**src/rtl/core/mkd_pkg.sv**
```systemverilog
// Shared types, constants and helpers for the multi-key debouncer.
package mkd_pkg;

  // Fixed field widths of the sample, result and configuration beats.
  localparam int RAW_W  = 3;
  localparam int LEN_W  = 6;
  localparam int CNT_W  = 8;
  localparam int CFG_AW = 3;
  localparam int CFG_DW = 32;

  // Debounce length after reset.
  localparam logic [LEN_W-1:0] LEN_RESET = 6'd4;

  // Register index, taken from the word address of the configuration port.
  typedef enum logic [0:0] {
    REG_DEBOUNCE_TICKS = 1'b0
  } mkd_reg_idx_t;

  // Signed bounce counter of one key.
  typedef logic signed [CNT_W-1:0] mkd_cnt_t;

  // Control shared by every key cell.
  typedef struct packed {
    logic             step;
    logic             restart;
    logic [LEN_W-1:0] len;
  } mkd_cell_ctrl_t;

  // A zero debounce length behaves as a length of one.
  function automatic logic [LEN_W-1:0] active_len(input logic [LEN_W-1:0] len);
    logic [LEN_W-1:0] res;
    res = (len == '0) ? LEN_W'(1) : len;
    return res;
  endfunction

endpackage

```
**src/rtl/core/mkd_cfg_regs.sv**
```systemverilog
// Configuration register file holding the debounce length.
module mkd_cfg_regs
  import mkd_pkg::*;
(
  input  logic              clk,
  input  logic              rst_n,
  input  logic              psel,
  input  logic              penable,
  input  logic              pwrite,
  input  logic [CFG_AW-1:0] paddr,
  input  logic [CFG_DW-1:0] pwdata,
  output logic [CFG_DW-1:0] prdata,
  output logic              pready,
  output logic [LEN_W-1:0]  len
);

  logic [LEN_W-1:0] len_r;
  logic [LEN_W-1:0] len_nxt;
  mkd_reg_idx_t     reg_idx;
  logic             wr_en;

  // The word address selects the register; byte offsets are ignored.
  assign reg_idx = mkd_reg_idx_t'(paddr[CFG_AW-1]);
  assign wr_en   = psel && penable && pwrite;
  assign pready  = 1'b1;

  // Write decode.
  always_comb begin
    len_nxt = len_r;
    if (wr_en && (reg_idx == REG_DEBOUNCE_TICKS)) begin
      len_nxt = pwdata[LEN_W-1:0];
    end
  end

  always_ff @(posedge clk) begin
    if (!rst_n) begin
      len_r <= LEN_RESET;
    end else begin
      len_r <= len_nxt;
    end
  end

  // Read-back mux.
  always_comb begin
    unique case (reg_idx)
      REG_DEBOUNCE_TICKS: prdata = {{(CFG_DW-LEN_W){1'b0}}, len_r};
      default:            prdata = '0;
    endcase
  end

  assign len = len_r;

endmodule

```
**src/rtl/core/mkd_key_cell.sv**
```systemverilog
// Debounce counter and debounced level of a single key.
module mkd_key_cell
  import mkd_pkg::*;
(
  input  logic           clk,
  input  logic           rst_n,
  input  mkd_cell_ctrl_t ctrl,
  input  logic           raw_bit,
  output logic           level_q,
  output logic           level_nxt,
  output logic           changed
);

  mkd_cnt_t         cnt_r;
  mkd_cnt_t         cnt_nxt;
  mkd_cnt_t         d_s;
  mkd_cnt_t         two_d;
  mkd_cnt_t         stepped;
  logic             level_r;
  logic [LEN_W-1:0] len_a;

  // Start value and false-alarm limit from the current length.
  assign len_a   = active_len(ctrl.len);
  assign d_s     = mkd_cnt_t'({2'b00, len_a});
  assign two_d   = mkd_cnt_t'({1'b0, len_a, 1'b0});
  // A released sample counts up, a pressed sample counts down.
  assign stepped = raw_bit ? (cnt_r + mkd_cnt_t'(1)) : (cnt_r - mkd_cnt_t'(1));

  // Counter and level update for one sample.
  always_comb begin
    cnt_nxt   = cnt_r;
    level_nxt = level_r;
    changed   = 1'b0;
    priority if (ctrl.restart) begin
      cnt_nxt   = '0;
      level_nxt = 1'b1;
    end else if (cnt_r == '0) begin
      if (raw_bit && !level_r) begin
        cnt_nxt = -d_s;
      end else if (!raw_bit && level_r) begin
        cnt_nxt = d_s;
      end
    end else if (stepped == '0) begin
      cnt_nxt   = '0;
      level_nxt = raw_bit;
      changed   = 1'b1;
    end else if ((stepped >= two_d) || (stepped <= -two_d)) begin
      cnt_nxt = '0;
    end else begin
      cnt_nxt = stepped;
    end
  end

  always_ff @(posedge clk) begin
    if (!rst_n) begin
      cnt_r   <= '0;
      level_r <= 1'b1;
    end else if (ctrl.step) begin
      cnt_r   <= cnt_nxt;
      level_r <= level_nxt;
    end
  end

  assign level_q = level_r;

  // A stored count never leaves the band of the longest debounce length.
  a_cnt_range: assert property (@(posedge clk) disable iff (!rst_n)
    (cnt_r <= mkd_cnt_t'(125)) && (cnt_r >= -mkd_cnt_t'(125)))
    else $error("bounce counter out of range");

endmodule

```
**src/rtl/core/multi_key_counter_debouncer_top.sv**
```systemverilog
// Top level of the multi-key counter debouncer: beat registers and key cells.
// A sample beat is held in the input beat register, then its result in the result beat register.
// Throughput: one sample beat per cycle while results are taken; the key cells compute their update combinationally.
// A full result register that is not taken holds back one further sample only.
// Reset (synchronous, rst_n low): pipeline empty, all keys released,
// counters zero, debounce length 4.
module multi_key_counter_debouncer_top
  import mkd_pkg::*;
#(
  parameter int KEY_COUNT = 3
) (
  input  logic              clk,
  input  logic              rst_n,
  input  logic              in_valid,
  output logic              in_ready,
  input  logic [RAW_W-1:0]  in_raw_levels,
  input  logic              in_restart,
  output logic              out_valid,
  input  logic              out_ready,
  output logic [RAW_W-1:0]  out_key_levels,
  output logic              out_changed,
  input  logic              psel,
  input  logic              penable,
  input  logic              pwrite,
  input  logic [CFG_AW-1:0] paddr,
  input  logic [CFG_DW-1:0] pwdata,
  output logic [CFG_DW-1:0] prdata,
  output logic              pready
);

  logic                 s1_v_r;
  logic [RAW_W-1:0]     s1_raw_r;
  logic                 s1_restart_r;
  logic                 out_v_r;
  logic [RAW_W-1:0]     out_key_levels_r;
  logic [RAW_W-1:0]     out_key_levels_nxt;
  logic                 out_changed_r;
  logic                 adv;
  logic [LEN_W-1:0]     len;
  logic [KEY_COUNT-1:0] lvl_q;
  logic [KEY_COUNT-1:0] lvl_nxt;
  logic [KEY_COUNT-1:0] chg;
  mkd_cell_ctrl_t       cell_ctrl;

  // The input register moves on whenever the result register is free.
  assign adv      = s1_v_r && (!out_v_r || out_ready);
  assign in_ready = !s1_v_r || adv;

  // Input beat register.
  always_ff @(posedge clk) begin
    if (!rst_n) begin
      s1_v_r <= 1'b0;
    end else if (in_ready) begin
      s1_v_r <= in_valid;
    end
  end

  always_ff @(posedge clk) begin
    if (in_valid && in_ready) begin
      s1_raw_r     <= in_raw_levels;
      s1_restart_r <= in_restart;
    end
  end

  mkd_cfg_regs u_cfg (
    .clk     (clk),
    .rst_n   (rst_n),
    .psel    (psel),
    .penable (penable),
    .pwrite  (pwrite),
    .paddr   (paddr),
    .pwdata  (pwdata),
    .prdata  (prdata),
    .pready  (pready),
    .len     (len)
  );

  assign cell_ctrl.step    = adv;
  assign cell_ctrl.restart = s1_restart_r;
  assign cell_ctrl.len     = len;

  // One cell per key; keys beyond the sample width always see a pressed sample.
  for (genvar k = 0; k < KEY_COUNT; k++) begin : g_key
    logic raw_bit;
    if (k < RAW_W) begin : g_sampled
      assign raw_bit = s1_raw_r[k];
    end else begin : g_unsampled
      assign raw_bit = 1'b0;
    end
    mkd_key_cell u_cell (
      .clk       (clk),
      .rst_n     (rst_n),
      .ctrl      (cell_ctrl),
      .raw_bit   (raw_bit),
      .level_q   (lvl_q[k]),
      .level_nxt (lvl_nxt[k]),
      .changed   (chg[k])
    );
  end

  // Result levels: only the keys that fit in the result field are shown.
  for (genvar b = 0; b < RAW_W; b++) begin : g_out
    if (b < KEY_COUNT) begin : g_key_bit
      assign out_key_levels_nxt[b] = lvl_nxt[b];
    end else begin : g_pad_bit
      assign out_key_levels_nxt[b] = 1'b0;
    end
  end

  // Result beat register.
  always_ff @(posedge clk) begin
    if (!rst_n) begin
      out_v_r <= 1'b0;
    end else if (adv) begin
      out_v_r <= 1'b1;
    end else if (out_ready) begin
      out_v_r <= 1'b0;
    end
  end

  always_ff @(posedge clk) begin
    if (adv) begin
      out_key_levels_r <= out_key_levels_nxt;
      out_changed_r    <= |chg;
    end
  end

  assign out_valid      = out_v_r;
  assign out_key_levels = out_key_levels_r;
  assign out_changed    = out_changed_r;

  // A restart sample yields all shown keys released and no change.
  a_restart_result: assert property (@(posedge clk) disable iff (!rst_n)
    (adv && s1_restart_r) |=> (out_valid && !out_changed))
    else $error("restart result carries a change flag");

  // A flagged change always moves at least one debounced level.
  a_change_moves_level: assert property (@(posedge clk) disable iff (!rst_n)
    (adv && (|chg)) |-> (lvl_nxt != lvl_q))
    else $error("change flagged without a level change");

  // Keys only change level when a sample beat is processed.
  a_level_hold: assert property (@(posedge clk) disable iff (!rst_n)
    !adv |=> $stable(lvl_q))
    else $error("debounced level moved without a sample beat");

endmodule
```
**config.mk**
```make
export PLATFORM = sky130hd
export DESIGN_NAME = multi_key_counter_debouncer_top
export DESIGN_NICKNAME = d
export VERILOG_FILES = /design/src/rtl/core/mkd_pkg.sv /design/src/rtl/core/mkd_cfg_regs.sv /design/src/rtl/core/mkd_key_cell.sv /design/src/rtl/core/multi_key_counter_debouncer_top.sv
export SDC_FILE = /design/constraint.sdc
export NUM_CORES = 1
export LEC_CHECK = 0
export BUFFER_PORTS_ARGS = -buffer_cell sky130_fd_sc_hd__buf_2
export CAP_MARGIN = 10
export CORE_ASPECT_RATIO = 0.5
export CORE_UTILIZATION = 55
export DETAILED_ROUTE_END_ITERATION = 7
export PLACE_DENSITY = 0.9
export SLEW_MARGIN = 20
export SYNTH_ARGS = -nofsm -noshare
export SYNTH_HDL_FRONTEND = slang
export SYNTH_SLANG_ARGS = --single-unit
```
**constraint.sdc**
```tcl
create_clock -name clk -period 10.2 [get_ports clk]
set_clock_uncertainty 0.05 [all_clocks]
set_input_delay 0.51 -clock clk [delete_from_list [all_inputs] [get_ports clk]]
set_output_delay 0.51 -clock clk [all_outputs]
set_load 0.005 [all_outputs]
```
==> flow_metrics.env <==
export IMPL_arrival_ns=4.46
export IMPL_worst_pin_slew_ns=0.890
export IMPL_max_stage_delay_ns=0.40
export IMPL_vias=4269
export IMPL_critPathLaunch="u_cfg.len[4]"
export IMPL_p_per_area_nw_per_um2=101
export IMPL_hold_buffers=0
export IMPL_cpMaxStageDelayCell="dfxtp_1"
export IMPL_cts_resized=0
export IMPL_wl_um=11400
export IMPL_cts_buffer_depth=2
export IMPL_drv_cap=0
export IMPL_drc=0
export IMPL_setup_viol=0
export IMPL_whs_ns=0.339
export IMPL_viasPerCell=6.26
export IMPL_ir_drop_uv=65.3
export IMPL_dp_cells=674
export IMPL_grt_max_degree=27
export IMPL_fp_coreArea_um2=7510
export IMPL_num_antenna_cells=0
export IMPL_clk_latency_ns=0.29
export IMPL_layoutNonFillerInstCount=682
export IMPL_hold_start="in_restart"
export IMPL_grtUsageTotal=0.283
export IMPL_portBuffers=29
export IMPL_cts_tree="done"
export IMPL_grt_pass1_vias=3834
export IMPL_die_w_um=128
export IMPL_place_hpwl_um=8470
export IMPL_synthFlopType="dfxtp_1"
export IMPL_crit_chain="inv_1 > nand3_1 > o31ai_1 > inv_1 > ha_1 > xor2_1 > ha_1 > a21oi_1 > o21ai_0 > nor2b_1 > maj3_1 > o32ai_1 > a41o_1 > o21ai_0 > a32o_1"
export IMPL_grt_first_pass_wirelength_um=18400
export IMPL_drt_iter0_drc=424
export IMPL_cts_setup_buffers=0
export IMPL_rows=22
export IMPL_area_growth_pct=6.38
export IMPL_grt_overflow=0
export IMPL_synth_edff_count=8
export IMPL_start_kind="register"
export IMPL_ys_seq_elements=43
export IMPL_max_freq_ghz=0.231
export IMPL_clock_sinks=43
export IMPL_slew_headroom=0.389
export IMPL_nNetsFinal=671
export IMPL_timing_final_max_slew_violations=0
export IMPL_async_flop_share=0
export IMPL_die_h_um=65.1
export IMPL_yosys_warnings=0
export IMPL_hold_path_class="in -> reg"
export IMPL_hold_viol=0
export IMPL_setup_tns_ns=0
export IMPL_wl_per_cell_um=16.7
export IMPL_synth_area_per_cell_um2=7.94
export IMPL_ys_types=66
export IMPL_worst_endpoint_required_ns=10.33
export IMPL_netlist_area_um2=4370
export IMPL_cts_clk_slew_worst_paths_ns=0.07
export IMPL_start_util=0.582
export IMPL_critPathMaxFanout=6
export IMPL_syn_inst=551
export IMPL_period_needed_ns=4.33
export IMPL_leakage_nw=2.01
export IMPL_fin_crit_sh=0.425
export IMPL_numCtsBuffers=5
export IMPL_fill_cells=640
export IMPL_dr_pass1_iters=5
export IMPL_power_total_mw=0.470
export IMPL_dieArea_um2=8340
export IMPL_synth_seq_area_share=0.215
export IMPL_rsz0062_at_grt="no"
export IMPL_worstSetupPathType="reg -> reg"
export IMPL_h_tree_depth=2
export IMPL_drive_above_1_share=0.0836
export IMPL_endpoint_kind="register"
export IMPL_r2r_start="u_cfg.len[4]"
export IMPL_status="finished clean"
export IMPL_ant_nets=0
export IMPL_antenna_found_initial=0
export IMPL_io_pins=85
export IMPL_root_buffer="clkbuf_16"
export IMPL_place_congestion=0.918
registers in the layout, indices dropped and copies added, names as in the netlist:
signal	cells
s1_v_r	1
u_cfg.len	6
out_valid	1
g_key.u_cell.level_q	3
s1_restart_r	1
g_key.u_cell.cnt_r	24
out_key_levels	3
out_changed	1
s1_raw_r	3
final cells by class:
type | count | area, um^2 | area share
multi-input cells | 453 | 3120 | 0.671
flip-flops and latches | 43 | 941 | 0.202
repair buffers | 31 | 160 | 0.0344
inverters | 39 | 146 | 0.0315
well taps | 108 | 135 | 0.0290
clock buffers | 5 | 125 | 0.0269
clock inverters | 3 | 23.8 | 0.00511
per-stage QoR:
| stage | util | area [um^2] | setup slack (ns) |
|---|---|---|---|
| after detailed placement | 0.599 | 4500 | 6.07 |
| after global routing | 0.619 | 4650 | 5.66 |
| final | 0.619 | 4650 | 5.87 |
| after CTS | 0.619 | 4650 | 6.03 |
| after floorplan | - | 4470 | 6.36 |
| after global placement | 0.599 | 4500 | 6.17 |
final timing paths:
check	endpoint	slack [ns]	depth (start not counted)
hold / removal	s1_restart_r	0.34	1
setup / recovery	g_key[0].u_cell.cnt_r[5]	5.87	15
hold reg to reg	g_key[2].u_cell.cnt_r[2]	0.47	2
setup reg to reg	g_key[0].u_cell.cnt_r[5]	5.87	15
routing by layer:
layer,track usage,up-vias,wire [um],share of wire
li1,-,2005,-,-
met2,0.463,270,4970,0.44
met1,0.369,1959,4940,0.43
met5,0,-,0,0
met3,0.0570,35,1180,0.10
met4,0.109,0,297,0.026
Yosys cell counts, drive strengths merged (3+ instances only):
master	number	share of area
nand3	9	0.010
clkbuf	11	0.0094
a221o	6	0.014
and3	4	0.0057
fa	3	0.014
a31oi	3	0.0043
and2	10	0.014
o21a	5	0.0086
o31ai	10	0.017
dfxtp	35	0.16
a211o	4	0.0080
o211ai	6	0.010
nor3	19	0.022
nand2b	11	0.016
a32o	3	0.0069
ha	49	0.14
nand4	3	0.0043
edfxtp	8	0.055
mux2i	6	0.014
o21ai	32	0.037
nand3b	3	0.0051
nand2	44	0.038
a22o	6	0.012
a21o	6	0.010
buf	30	0.050
inv	38	0.033
o22ai	4	0.0057
or3	4	0.0057
a21oi	24	0.027
xor2	11	0.022
nor2	43	0.037
o21bai	3	0.0051
maj3	3	0.0069
nor4	8	0.011
nor2b	19	0.027
o221ai	4	0.0080
a31o	3	0.0060
a211oi	10	0.020
xnor2	14	0.028
power by group:
group | internal (mW) | switching, mW | leakage, nW
registers | 0.176 | 0.00568 | 0.350
logic | 0.0457 | 0.0766 | 1.60
clock network | 0.0917 | 0.0742 | 0.0664
total | 0.314 | 0.156 | 2.01
worst max-delay path: cells and delay by family, from the launching register on:
family,cells,cell delay [ns]
compound gates,7,1.70
fa+ha+maj,3,0.95
buf+inv,2,0.42
flops,1,0.40
xor+xnor,1,0.36
simple gates,2,0.33
cells by family after synthesis:
logic type                 synth area share
DFF                                   0.215
adders and majority gates             0.161
xor gates and xnor gates             0.0501
AOI/OAI and AO/OA                     0.250
and+or+nand+nor                       0.216
buffers and inverters                0.0927
muxes                                0.0137
other                               0.00172
cell usage in the layout (no fill, tap or decap), drive strengths merged, types with 5 or more instances in the layout:
cell type	instances
a211oi	10
a21o	6
a21oi	24
a221o	6
a22o	6
and2	10
buf	31
clkbuf	5
conb	27
dfxtp	35
edfxtp	8
ha	49
inv	39
mux2i	6
nand2	44
nand2b	11
nand3	9
nor2	43
nor2b	19
nor3	19
nor4	8
o211ai	6
o21a	5
o21ai	32
o31ai	10
xnor2	14
xor2	11
(Power assumes the default switching activity.)
